<file path="src/sv/pmd_pkg.sv">
// ----------------------------------------------------------------------------
// pmd_pkg - shared types and constants for the PID motor drive core
// Holds the default widths, register reset values, register indexes and the
// command struct between the controller and the datapath.
// ----------------------------------------------------------------------------
package pmd_pkg;

    localparam int ACC_WIDTH_DEF      = 32;
    localparam int GAIN_FRAC_BITS_DEF = 12;

    localparam int CFG_IDX_W  = 3;
    localparam int CFG_DATA_W = 16;

    localparam logic [CFG_IDX_W-1:0] CFG_TARGET_RATE  = 3'd0;
    localparam logic [CFG_IDX_W-1:0] CFG_KP_GAIN      = 3'd1;
    localparam logic [CFG_IDX_W-1:0] CFG_KI_GAIN      = 3'd2;
    localparam logic [CFG_IDX_W-1:0] CFG_KD_GAIN      = 3'd3;
    localparam logic [CFG_IDX_W-1:0] CFG_OUTPUT_SCALE = 3'd4;

    localparam logic signed [15:0] TARGET_RATE_RST  = 16'sd300;
    localparam logic [15:0]        KP_GAIN_RST      = 16'd4096;
    localparam logic [15:0]        KI_GAIN_RST      = 16'd410;
    localparam logic [15:0]        KD_GAIN_RST      = 16'd205;
    localparam logic [15:0]        OUTPUT_SCALE_RST = 16'd557;

    localparam logic [1:0] DIR_STOP    = 2'b00;
    localparam logic [1:0] DIR_FORWARD = 2'b01;
    localparam logic [1:0] DIR_REVERSE = 2'b11;

    localparam logic [7:0] SPEED_MAX = 8'd255;

    typedef enum logic [3:0] {
        S_IDLE,
        S_MUL_P,
        S_MUL_I,
        S_MUL_D,
        S_SUM,
        S_MUL_H,
        S_MUL_L,
        S_FRAC,
        S_DONE
    } t_state;

    typedef enum logic [1:0] {
        A_KP,
        A_KI,
        A_KD,
        A_SCALE
    } t_a_sel;

    typedef enum logic [2:0] {
        B_ERR,
        B_INTEG,
        B_DIFF,
        B_HI,
        B_LO
    } t_b_sel;

    typedef enum logic [2:0] {
        ACC_HOLD,
        ACC_CLEAR,
        ACC_ADD,
        ACC_LOAD,
        ACC_ADD_FRAC
    } t_acc_op;

    typedef struct packed {
        logic    load;
        t_a_sel  a_sel;
        t_b_sel  b_sel;
        t_acc_op acc_op;
        logic    out_load;
    } t_cmd;

endpackage

</file>
<file path="src/sv/pmd_ctrl.sv">
// ----------------------------------------------------------------------------
// pmd_ctrl - sequencer for one PID tick
// Steps the shared multiplier through the three gain products and the two
// halves of the output scaling, and owns the handshakes.
// ----------------------------------------------------------------------------
module pmd_ctrl import pmd_pkg::*; (
    input  logic i_clk,
    input  logic i_rst_n,
    input  logic i_in_valid,
    output logic o_in_ready,
    output logic o_out_valid,
    input  logic i_out_ready,
    output t_cmd o_cmd
);

    t_state r_state, n_state;
    logic   r_out_valid, n_out_valid;

    always_ff @(posedge i_clk) begin
        if (!i_rst_n) begin
            r_state     <= S_IDLE;
            r_out_valid <= 1'b0;
        end else begin
            r_state     <= n_state;
            r_out_valid <= n_out_valid;
        end
    end

    always_comb begin
        n_state      = r_state;
        o_cmd.load   = 1'b0;
        o_cmd.a_sel  = A_KP;
        o_cmd.b_sel  = B_ERR;
        o_cmd.acc_op = ACC_HOLD;
        o_cmd.out_load = 1'b0;
        o_in_ready   = 1'b0;
        n_out_valid  = r_out_valid && !i_out_ready;
        case (r_state)
            S_IDLE: begin
                o_in_ready = 1'b1;
                if (i_in_valid) begin
                    o_cmd.load = 1'b1;
                    n_state    = S_MUL_P;
                end
            end
            S_MUL_P: begin
                o_cmd.a_sel  = A_KP;
                o_cmd.b_sel  = B_ERR;
                o_cmd.acc_op = ACC_CLEAR;
                n_state      = S_MUL_I;
            end
            S_MUL_I: begin
                o_cmd.a_sel  = A_KI;
                o_cmd.b_sel  = B_INTEG;
                o_cmd.acc_op = ACC_ADD;
                n_state      = S_MUL_D;
            end
            S_MUL_D: begin
                o_cmd.a_sel  = A_KD;
                o_cmd.b_sel  = B_DIFF;
                o_cmd.acc_op = ACC_ADD;
                n_state      = S_SUM;
            end
            S_SUM: begin
                o_cmd.acc_op = ACC_ADD;
                n_state      = S_MUL_H;
            end
            S_MUL_H: begin
                o_cmd.a_sel = A_SCALE;
                o_cmd.b_sel = B_HI;
                n_state     = S_MUL_L;
            end
            S_MUL_L: begin
                // low half reads the sum before it is replaced by the high product
                o_cmd.a_sel  = A_SCALE;
                o_cmd.b_sel  = B_LO;
                o_cmd.acc_op = ACC_LOAD;
                n_state      = S_FRAC;
            end
            S_FRAC: begin
                o_cmd.acc_op = ACC_ADD_FRAC;
                n_state      = S_DONE;
            end
            S_DONE: begin
                // hold until the output register is free
                if (!r_out_valid || i_out_ready) begin
                    o_cmd.out_load = 1'b1;
                    n_out_valid    = 1'b1;
                    n_state        = S_IDLE;
                end
            end
            default: begin
                n_state = S_IDLE;
            end
        endcase
    end

    assign o_out_valid = r_out_valid;

endmodule

</file>
<file path="src/sv/pmd_datapath.sv">
// ----------------------------------------------------------------------------
// pmd_datapath - PID arithmetic with one shared multiplier
// Holds the configuration registers, the error state, the saturating
// integral, the product and sum registers and the output word register.
// ----------------------------------------------------------------------------
module pmd_datapath import pmd_pkg::*; #(
    parameter int ACC_WIDTH      = ACC_WIDTH_DEF,
    parameter int GAIN_FRAC_BITS = GAIN_FRAC_BITS_DEF
) (
    input  logic                   i_clk,
    input  logic                   i_rst_n,
    input  t_cmd                   i_cmd,
    input  logic                   i_cfg_wr_en,
    input  logic [CFG_IDX_W-1:0]   i_cfg_idx,
    input  logic [CFG_DATA_W-1:0]  i_cfg_data,
    input  logic signed [15:0]     i_rate_sample,
    output logic signed [31:0]     o_scaled_drive,
    output logic [7:0]             o_motor_speed,
    output logic signed [1:0]      o_motor_direction,
    output logic [7:0]             o_pwm_a_duty,
    output logic [7:0]             o_pwm_b_duty
);

    localparam int SUM_W  = ACC_WIDTH + 18;
    localparam int PROD_W = ACC_WIDTH + 17;
    localparam int HI_W   = SUM_W - GAIN_FRAC_BITS - 16;

    localparam logic signed [ACC_WIDTH-1:0] ACC_MAX = {1'b0, {(ACC_WIDTH-1){1'b1}}};
    localparam logic signed [ACC_WIDTH-1:0] ACC_MIN = {1'b1, {(ACC_WIDTH-1){1'b0}}};

    logic signed [15:0]          r_target;
    logic [15:0]                 r_kp, r_ki, r_kd, r_scale;
    logic signed [ACC_WIDTH-1:0] r_integ;
    logic signed [16:0]          r_last;
    logic signed [16:0]          r_err;
    logic signed [17:0]          r_diff;
    logic signed [PROD_W-1:0]    r_prod;
    logic signed [SUM_W-1:0]     r_acc;
    logic signed [SUM_W-1:0]     n_acc;

    logic signed [31:0] r_scaled_drive;
    logic [7:0]         r_speed, r_pwm_a, r_pwm_b;
    logic [1:0]         r_dir;

    logic signed [16:0]          w_err;
    logic signed [17:0]          w_diff;
    logic signed [ACC_WIDTH:0]   w_isum;
    logic signed [ACC_WIDTH-1:0] w_integ;
    logic [15:0]                 w_a_raw;
    logic signed [16:0]          w_a;
    logic signed [ACC_WIDTH-1:0] w_b;
    logic signed [PROD_W-1:0]    w_prod;
    logic signed [SUM_W-1:0]     w_prod_ext;
    logic [HI_W-1:0]             w_hi;

    logic                    w_neg, w_zero, w_fits, w_big;
    logic [SUM_W-1:0]        w_mag;
    logic [7:0]              w_speed;
    logic signed [31:0]      w_sat;

    // configuration
    always_ff @(posedge i_clk) begin
        if (!i_rst_n) begin
            r_target <= TARGET_RATE_RST;
            r_kp     <= KP_GAIN_RST;
            r_ki     <= KI_GAIN_RST;
            r_kd     <= KD_GAIN_RST;
            r_scale  <= OUTPUT_SCALE_RST;
        end else if (i_cfg_wr_en) begin
            case (i_cfg_idx)
                CFG_TARGET_RATE:  r_target <= i_cfg_data;
                CFG_KP_GAIN:      r_kp     <= i_cfg_data;
                CFG_KI_GAIN:      r_ki     <= i_cfg_data;
                CFG_KD_GAIN:      r_kd     <= i_cfg_data;
                CFG_OUTPUT_SCALE: r_scale  <= i_cfg_data;
                default: ;
            endcase
        end
    end

    // error, integral and difference
    assign w_err  = {r_target[15], r_target} - {i_rate_sample[15], i_rate_sample};
    assign w_diff = {w_err[16], w_err} - {r_last[16], r_last};
    assign w_isum = {r_integ[ACC_WIDTH-1], r_integ}
                  + {{(ACC_WIDTH-16){w_err[16]}}, w_err};

    always_comb begin
        if (w_isum[ACC_WIDTH] != w_isum[ACC_WIDTH-1]) begin
            w_integ = w_isum[ACC_WIDTH] ? ACC_MIN : ACC_MAX;
        end else begin
            w_integ = w_isum[ACC_WIDTH-1:0];
        end
    end

    always_ff @(posedge i_clk) begin
        if (!i_rst_n) begin
            r_integ <= '0;
            r_last  <= '0;
        end else if (i_cmd.load) begin
            r_integ <= w_integ;
            r_last  <= w_err;
        end
    end

    always_ff @(posedge i_clk) begin
        if (i_cmd.load) begin
            r_err  <= w_err;
            r_diff <= w_diff;
        end
    end

    // shared multiplier: unsigned 16-bit coefficient by a signed operand
    assign w_hi = r_acc[SUM_W-1:GAIN_FRAC_BITS+16];

    always_comb begin
        case (i_cmd.a_sel)
            A_KP:    w_a_raw = r_kp;
            A_KI:    w_a_raw = r_ki;
            A_KD:    w_a_raw = r_kd;
            A_SCALE: w_a_raw = r_scale;
            default: w_a_raw = '0;
        endcase
    end

    assign w_a = {1'b0, w_a_raw};

    always_comb begin
        case (i_cmd.b_sel)
            B_ERR:   w_b = {{(ACC_WIDTH-17){r_err[16]}}, r_err};
            B_INTEG: w_b = r_integ;
            B_DIFF:  w_b = {{(ACC_WIDTH-18){r_diff[17]}}, r_diff};
            B_HI:    w_b = {{(ACC_WIDTH-HI_W){w_hi[HI_W-1]}}, w_hi};
            B_LO:    w_b = {{(ACC_WIDTH-16){1'b0}},
                            r_acc[GAIN_FRAC_BITS+15:GAIN_FRAC_BITS]};
            default: w_b = '0;
        endcase
    end

    assign w_prod     = w_a * w_b;
    assign w_prod_ext = {{(SUM_W-PROD_W){r_prod[PROD_W-1]}}, r_prod};

    always_ff @(posedge i_clk) begin
        r_prod <= w_prod;
    end

    // accumulator
    always_comb begin
        case (i_cmd.acc_op)
            ACC_HOLD:     n_acc = r_acc;
            ACC_CLEAR:    n_acc = '0;
            ACC_ADD:      n_acc = r_acc + w_prod_ext;
            ACC_LOAD:     n_acc = w_prod_ext;
            ACC_ADD_FRAC: n_acc = r_acc + {{(SUM_W-16){1'b0}}, r_prod[31:16]};
            default:      n_acc = r_acc;
        endcase
    end

    always_ff @(posedge i_clk) begin
        r_acc <= n_acc;
    end

    // output word from the scaled value
    assign w_neg   = r_acc[SUM_W-1];
    assign w_zero  = ~|r_acc;
    assign w_fits  = (&r_acc[SUM_W-1:31]) | ~(|r_acc[SUM_W-1:31]);
    assign w_mag   = w_neg ? -r_acc : r_acc;
    assign w_big   = |w_mag[SUM_W-1:8];
    assign w_speed = w_big ? SPEED_MAX : w_mag[7:0];
    assign w_sat   = w_fits ? r_acc[31:0]
                   : (w_neg ? 32'sh8000_0000 : 32'sh7FFF_FFFF);

    always_ff @(posedge i_clk) begin
        if (i_cmd.out_load) begin
            r_scaled_drive <= w_sat;
            if (w_zero) begin
                r_dir   <= DIR_STOP;
                r_speed <= '0;
                r_pwm_a <= '0;
                r_pwm_b <= '0;
            end else if (w_neg) begin
                r_dir   <= DIR_REVERSE;
                r_speed <= w_speed;
                r_pwm_a <= '0;
                r_pwm_b <= w_speed;
            end else begin
                r_dir   <= DIR_FORWARD;
                r_speed <= w_speed;
                r_pwm_a <= w_speed;
                r_pwm_b <= '0;
            end
        end
    end

    assign o_scaled_drive    = r_scaled_drive;
    assign o_motor_speed     = r_speed;
    assign o_motor_direction = r_dir;
    assign o_pwm_a_duty      = r_pwm_a;
    assign o_pwm_b_duty      = r_pwm_b;

endmodule

</file>
<file path="src/sv/pid_motor_drive_core.sv">
// ----------------------------------------------------------------------------
// pid_motor_drive_core - PID rate loop with H-bridge duty steering
// One PID tick per rate sample: error, saturating integral, gain sum,
// output scaling, then speed, direction and the two bridge duties.
// ----------------------------------------------------------------------------
//  channel   handshake                   payload
//  input     i_in_valid / o_in_ready     i_rate_sample
//  output    o_out_valid / i_out_ready   o_scaled_drive, o_motor_speed,
//                                        o_motor_direction, o_pwm_a_duty,
//                                        o_pwm_b_duty
//  config    i_cfg_wr_en                 i_cfg_idx, i_cfg_data
//
//  From acceptance to the output register, one shared 17 x ACC_WIDTH
//  multiplier runs five products in turn (three gains, two halves of the
//  output scale), each registered before it is summed. A new word is
//  taken only once the last has left the DONE state; the output register
//  lets the next word start while a result still waits.
//  Reset is synchronous and clears the integral, the last error, the
//  registers to their defaults and the sequencer; nothing else needs a pass.
// ----------------------------------------------------------------------------
module pid_motor_drive_core import pmd_pkg::*; #(
    parameter int ACC_WIDTH      = ACC_WIDTH_DEF,
    parameter int GAIN_FRAC_BITS = GAIN_FRAC_BITS_DEF
) (
    input  logic                  i_clk,
    input  logic                  i_rst_n,
    input  logic                  i_in_valid,
    output logic                  o_in_ready,
    input  logic signed [15:0]    i_rate_sample,
    output logic                  o_out_valid,
    input  logic                  i_out_ready,
    output logic signed [31:0]    o_scaled_drive,
    output logic [7:0]            o_motor_speed,
    output logic signed [1:0]     o_motor_direction,
    output logic [7:0]            o_pwm_a_duty,
    output logic [7:0]            o_pwm_b_duty,
    input  logic                  i_cfg_wr_en,
    input  logic [CFG_IDX_W-1:0]  i_cfg_idx,
    input  logic [CFG_DATA_W-1:0] i_cfg_data
);

    t_cmd w_cmd;

    pmd_ctrl u_ctrl (
        .i_clk       (i_clk),
        .i_rst_n     (i_rst_n),
        .i_in_valid  (i_in_valid),
        .o_in_ready  (o_in_ready),
        .o_out_valid (o_out_valid),
        .i_out_ready (i_out_ready),
        .o_cmd       (w_cmd)
    );

    pmd_datapath #(
        .ACC_WIDTH      (ACC_WIDTH),
        .GAIN_FRAC_BITS (GAIN_FRAC_BITS)
    ) u_datapath (
        .i_clk             (i_clk),
        .i_rst_n           (i_rst_n),
        .i_cmd             (w_cmd),
        .i_cfg_wr_en       (i_cfg_wr_en),
        .i_cfg_idx         (i_cfg_idx),
        .i_cfg_data        (i_cfg_data),
        .i_rate_sample     (i_rate_sample),
        .o_scaled_drive    (o_scaled_drive),
        .o_motor_speed     (o_motor_speed),
        .o_motor_direction (o_motor_direction),
        .o_pwm_a_duty      (o_pwm_a_duty),
        .o_pwm_b_duty      (o_pwm_b_duty)
    );

endmodule

</file>
<file path="config.mk">
export PLATFORM = sky130hd
export DESIGN_NAME = pid_motor_drive_core
export DESIGN_NICKNAME = d
export VERILOG_FILES = /design/src/sv/pmd_pkg.sv /design/src/sv/pmd_ctrl.sv /design/src/sv/pmd_datapath.sv /design/src/sv/pid_motor_drive_core.sv
export SDC_FILE = /design/constraint.sdc
export NUM_CORES = 2
export LEC_CHECK = 0
export BUFFER_PORTS_ARGS = -buffer_cell sky130_fd_sc_hd__buf_2
export CAP_MARGIN = 20
export CORE_MARGIN = 1
export CORE_UTILIZATION = 40
export DETAILED_ROUTE_END_ITERATION = 8
export PLACE_DENSITY = 0.66
export SYNTH_ARGS = -nofsm -noshare
export SYNTH_HDL_FRONTEND = slang
export SYNTH_HIERARCHICAL = 1
export SYNTH_SLANG_ARGS = --single-unit
</file>
<file path="constraint.sdc">
create_clock -name i_clk -period 25.4 [get_ports i_clk]
set_input_delay 1.27 -clock i_clk [delete_from_list [all_inputs] [get_ports i_clk]]
set_output_delay 1.27 -clock i_clk [all_outputs]
set_load 0.05 [all_outputs]
</file>
* Word-level counts from Yosys, hierarchy flattened
Index checks and enable logic that the tools add are counted.
Storage, ports and cells: output and inout bits 60, register bits after elaboration 326, word-level logic and storage cells 98
Cells by class: bitwise logic cells 3, mux-type cells 22, $mul 1, $add $sub $neg 6, equal/unequal tests 26, reductions and logical operators 22
Operators by type and width (number):
- 50-bit one-hot mux with 4 select lines | 1
- 32-bit one-hot mux with 5 select lines | 1
- 32-bit two-way mux | 4
- 16-bit one-hot mux with 4 select lines | 1
- 50-bit by 16-bit adder with 50-bit output | 1
- 50-bit by 49-bit adder with 50-bit output | 1
- 50-bit two-way mux | 1
- 50-bit negation | 1
- 50-bit OR reduction | 1
- 17-bit by 32-bit multiplier with 49-bit output | 1
- 42-bit OR reduction | 1
- 4-bit one-hot mux with 9 select lines | 1
- 32-bit by 17-bit adder with 33-bit output | 1
- 5-bit one-hot mux with 4 select lines | 1
- 19-bit AND reduction | 1
- 19-bit OR reduction | 1
- 3-bit by 2-bit equality test with 1-bit output (second input constant) | 6
- 17-bit by 17-bit subtractor with 18-bit output | 1
- 16-bit by 16-bit subtractor with 17-bit output | 1
- 4-bit by 3-bit equality test with 1-bit output (second input constant) | 4
- 2-bit AND reduction | 7
- 3-bit one-hot mux with 4 select lines | 1
- 3-bit by 1-bit equality test with 1-bit output (second input constant) | 3
- 3-bit equality test (second input constant) | 3
- other kinds (23) | 35

* Depth between registers and ports, before layout
word-level depth 5, mapped depth 35

* Cells and area by module
The synthesis kept the hierarchy.
By module, submodules not included:
- pmd_datapath | seq. area each 7857.5 sq um, area each 38637.1 sq um, instances 1, cells an instance 4473
- pmd_ctrl | seq. area each 100.1 sq um, area each 364.1 sq um, instances 1, cells an instance 44

* Least setup slack after synthesis
Ideal clock, no wire load.
path type register to register, from register u_ctrl.r_state[2], to register u_datapath.r_prod[47], setup slack 16863 ps, cell stages (with the launch flop) 32, buffers on the path 4, period minus slack after synthesis 8537 ps, arrival 8464 ps, required time 25328 ps, cell sequence dfxtp_1 buf_6 or3b_1 a21oi_2 or2_1 clkbuf_1 buf_1 mux2_2 o21ai_1 clkbuf_1 nor2_1 fa_1 inv_1 fa_1 fa_1 fa_1 inv_1 fa_1 inv_1 fa_1 inv_1 ha_1 a21oi_1 nand2_1 a2111oi_0 nor3_1 o311ai_0 a31o_2 a211o_1 nand2_1 a221oi_1 xnor2_1
RTL lines:
- start: declaration | RTL line pmd_ctrl.sv:16 | t_state r_state, n_state;
- start signal: assignment | RTL line pmd_ctrl.sv:24 | r_state <= n_state;
- end signal: assignment | RTL line pmd_datapath.sv:143 | r_prod <= w_prod;
- end: declaration | RTL line pmd_datapath.sv:37 | logic signed [PROD_W-1:0] r_prod;

==> flow_metrics.py <==
metrics = {
    "status": {
        "result_of_the_run": "complete, no violations",
    },
    "grt": {
        "track_usage_pct": 23.5,
        "globalRouteOverflowTotal": 0,
        "vias_in_the_first_global_route": 31781,
        "grt_start_max_net_pins": 93,
        "grt_first_pass_wirelength_mm": 181,
        "antenna_found_initial": 0,
    },
    "timing": {
        "finalHoldViolCount": 0,
        "max_slew.worst_pin.slew_ns": 1.25,
        "slew_violations": 0,
        "finalSetupViolations": 0,
        "timing.final.ws_setup_ns": 15.12,
        "minimum_clock_period_after_layout_ns": 10.28,
        "maxSlewHeadroom_pct": 16.4,
        "achievable-frequency_ghz": 0.0973,
        "worst_clock_skew_ns": 0.0281,
        "unrepaired_setup_endpoints_after_global_routing": "no",
        "final_min_period_over_clock_period_pct": 40.5,
        "totalNegativeSetupSlack_ns": 0,
    },
    "die": {
        "die_area_mm2": 0.0988,
        "die_height_um": 314,
        "start_util_pct": 40.4,
        "design.portCount": 100,
        "row_count": 114,
        "floorplan.die.width_um": 314,
        "floorplan.core_area_mm2": 0.0966,
    },
    "clock_tree": {
        "cts-root-buf": "sky130_fd_sc_hd__clkbuf_16",
        "cts_tree": "done",
        "numCtsBuffers": 38,
        "cts_max_path_buffers": 3,
        "post_cts_hold_buffer_count": 0,
        "cts.repair.resized": 0,
        "cts.sinks": 326,
        "insertion_delay_ns": 0.59,
        "clk_pin_slew_ns": 0.06,
        "postCtsSetupRepairBufs": 0,
        "htreeDepth": 2,
    },
    "hold_path": {
        "worst_hold_path_cell_count": 2,
        "hp-class": "flip-flop to flip-flop",
    },
    "place": {
        "place_ws_ns": 15.25,
        "place.gp.congestion": 0.933,
        "buffer_ports.inserted": 99,
        "hpwlAfterDp_mm": 90.2,
        "inst_count_dp": 5713,
    },
    "detailed_routing": {
        "drt.antenna.violating_nets": 0,
        "routed_wire_length_per_instance_um": 20.0,
        "number_of_remaining_drc_errors": 0,
        "wl_mm": 116,
        "vias_per_inst": 5.50,
        "dr_total_vias": 31778,
        "drt-pass1-iter-count": 5,
        "detail_route.iter0.violations": 2441,
    },
    "logic_synthesis": {
        "syn-instance-count": 4517,
        "post_synthesis_instance_area_mm2": 0.0390,
        "syn_area_per_cell_um2": 8.63,
        "number_of_enable_flip_flop_cells_after_synthesis": 143,
        "synth_top_flop_cell": "sky130_fd_sc_hd__dfxtp_1",
        "post_synth_num_cell_types": 85,
        "synth_async_sr_flop_share_pct": 0,
        "fraction_of_the_yosys_area_taken_by_sequential_cells_pct": 20.4,
        "ys_ff_latch": 326,
        "ys.warnings.count": 6,
        "syn-num-nets": 5299,
    },
    "final_layout": {
        "fillerInstances": 9474,
        "post-route-util_pct": 43.5,
        "layoutNonFillerInstCount": 5783,
        "post_route_cells_drive_above_1_share_pct": 6.26,
        "layout-area-overhead-vs-synth_pct": 7.68,
        "insertedDiodeCount": 0,
        "final_nets": 5260,
    },
    "power_and_ir_drop": {
        "power_density_mw_per_mm2": 112,
        "switching_share_pct": 51.0,
        "seq_power_share_pct": 18.3,
        "p_leak_nw": 19.2,
        "irDropWorstVdd_mv": 0.0874,
        "power.clock.fraction_pct": 12.4,
        "power.combinational.fraction_pct": 69.3,
        "internal-power_w": 0.00230,
        "power_switching_w": 0.00239,
    },
    "setup_path": {
        "critical_path_arrival_ns": 10.80,
        "max_incr_delay_on_cp_ns": 1.01,
        "setup.worst_path.end_class": "flip-flop",
        "cp.required_ns": 25.92,
        "worst_setup_path_start_kind": "flip-flop",
        "number_of_cell_instances_on_the_worst_register_to_register_path": 27,
        "timing.critical_path.mode_cell": "sky130_fd_sc_hd__fa_1",
        "max_stage_delay_cell_worst_path": "sky130_fd_sc_hd__a221oi_1",
        "path_class": "flip-flop to flip-flop",
        "path_max_fanout": 26,
    },
    "run": {
        "drv.max_cap_violation_count": 0,
    },
}
cells by family after synthesis:
group | count (synthesis) | share of synthesized area, %
fa+ha+maj | 773 | 34.1
xor+xnor | 216 | 4.85
flops | 326 | 20.4
compound gates | 885 | 14.3
simple gates | 1325 | 15.2
mux | 75 | 2.22
buf+inv | 917 | 8.93
metrics by stage:
| stage | hold slack, ns | instance area (um^2) | power (W) |
|---|---|---|---|
| after global routing | 0.470 | 42000 | 0.00509 |
| after global placement | 0.439 | 40700 | 0.00405 |
| final | 0.453 | 42000 | 0.00469 |
| after CTS | 0.453 | 42000 | 0.00469 |
| after detailed placement | 0.444 | 40700 | 0.00409 |
| after floorplan | 0.433 | 39000 | 0.00315 |
critical path, delay by kind of cell (launching register included):
kind,cells,cell delay (ns)
DFF,1,0.43
AOI/OAI and AO/OA,8,4.06
adders and majority gates,7,3.32
buffers and inverters,4,0.20
xor gates and xnor gates,1,0.15
and+or+nand+nor,7,2.04
path summary, 6_finish.rpt:
kind / from / to / slack, ns
max: u_ctrl/r_state[3]$_SDFFE_PN0P_ / u_datapath/r_prod[47]$_DFF_P_ / 15.12
max reg2reg: u_ctrl/r_state[3]$_SDFFE_PN0P_ / u_datapath/r_prod[47]$_DFF_P_ / 15.12
min reg2reg: u_datapath/r_kd[10]$_SDFFE_PN0P_ / u_datapath/r_kd[10]$_SDFFE_PN0P_ / 0.45
min: u_datapath/r_kd[10]$_SDFFE_PN0P_ / u_datapath/r_kd[10]$_SDFFE_PN0P_ / 0.45
metal layers:
layer  wire length [um]  up-vias  share of wire [%]  global-route usage (%)
li1                   -    14709                  -                       -
met3               7460      219                6.4                    3.00
met2              56100     1113                 48                    39.9
met1              47900    15737                 41                    30.5
met5                  0        -                  0                       0
met4               4480        0                3.9                    8.85
layout by cell type (no fill, tap or decap), drive strengths merged, types with 19 or more instances in the layout:
master and instances:
o21bai 26, edfxtp 143, nand4 21, a21oi 303
clkbuf 45, o21a 32, nor3 36, xor2 86
a21o 133, inv 681, nor2 360, nor2b 38
nand2b 47, and3 33, a211oi 22, nand3 72
ha 248, a31oi 27, a221o 19, o21ai 159
and2 39, buf 157, xnor2 130, nand2 590
mux2i 56, o22ai 37, maj3 31, dfxtp 183
fa 494
area by class of cell:
cell class              instances  area, um^2  share of cell area (%)
repair buffers                157         931                    2.22
clock inverters                24         290                   0.691
inverters                     681        2560                    6.09
multi-input cells            3274       27600                    65.8
well taps                    1276        1600                    3.80
clock buffers                  45        1020                    2.43
flip-flops and latches        326        7960                    18.9
flip-flops by register name, indices dropped and copies added (netlist names):
register / flops
u_datapath/r_target: 16
u_datapath/o_pwm_a_duty: 8
u_datapath/r_diff: 18
u_datapath/r_err: 17
u_datapath/r_last: 17
u_ctrl/o_out_valid: 1
u_ctrl/r_state: 4
u_datapath/r_prod: 49
u_datapath/r_kd: 16
u_datapath/r_ki: 16
u_datapath/o_scaled_drive: 32
u_datapath/r_scale: 16
u_datapath/r_acc: 50
u_datapath/o_motor_direction: 2
u_datapath/o_pwm_b_duty: 8
u_datapath/o_motor_speed: 8
u_datapath/r_integ: 32
u_datapath/r_kp: 16
power by group through the flow:
stage | Combinational [W] | Sequential (W) | Clock, W
final | 0.00325 | 0.000860 | 0.000581
after global routing | 0.00361 | 0.000862 | 0.000614
after CTS | 0.00324 | 0.000854 | 0.000593
after detailed placement | 0.00323 | 0.000865 | 0
after global placement | 0.00319 | 0.000864 | 0
after floorplan | 0.00242 | 0.000737 | 0
Yosys cell counts, drive strengths merged (11+ instances only):
master	n	area share, %
nor3	36	0.46
a22oi	11	0.21
mux2i	56	1.4
a221oi	17	0.38
or2	12	0.19
nor2	360	3.5
mux2	11	0.32
nor3b	12	0.24
or3	14	0.22
edfxtp	143	11
o211ai	11	0.21
fa	494	25
nand2b	47	0.75
or4	12	0.25
and2	39	0.63
dfxtp	183	9.4
nand4	21	0.35
a211oi	22	0.44
inv	680	6.5
xor2	86	1.9
a31oi	27	0.43
and3	33	0.53
clkbuf	216	2.1
maj3	31	0.80
a21o	133	2.6
o21ai	159	2.0
nand3	72	0.92
nand2	590	5.7
a221o	19	0.49
o21bai	26	0.50
nor4	16	0.33
ha	248	8.0
buf	20	0.30
xnor2	130	2.9
o22ai	37	0.59
nor2b	38	0.61
a21oi	303	3.9
o21a	32	0.62
(Power assumes the default switching activity.)
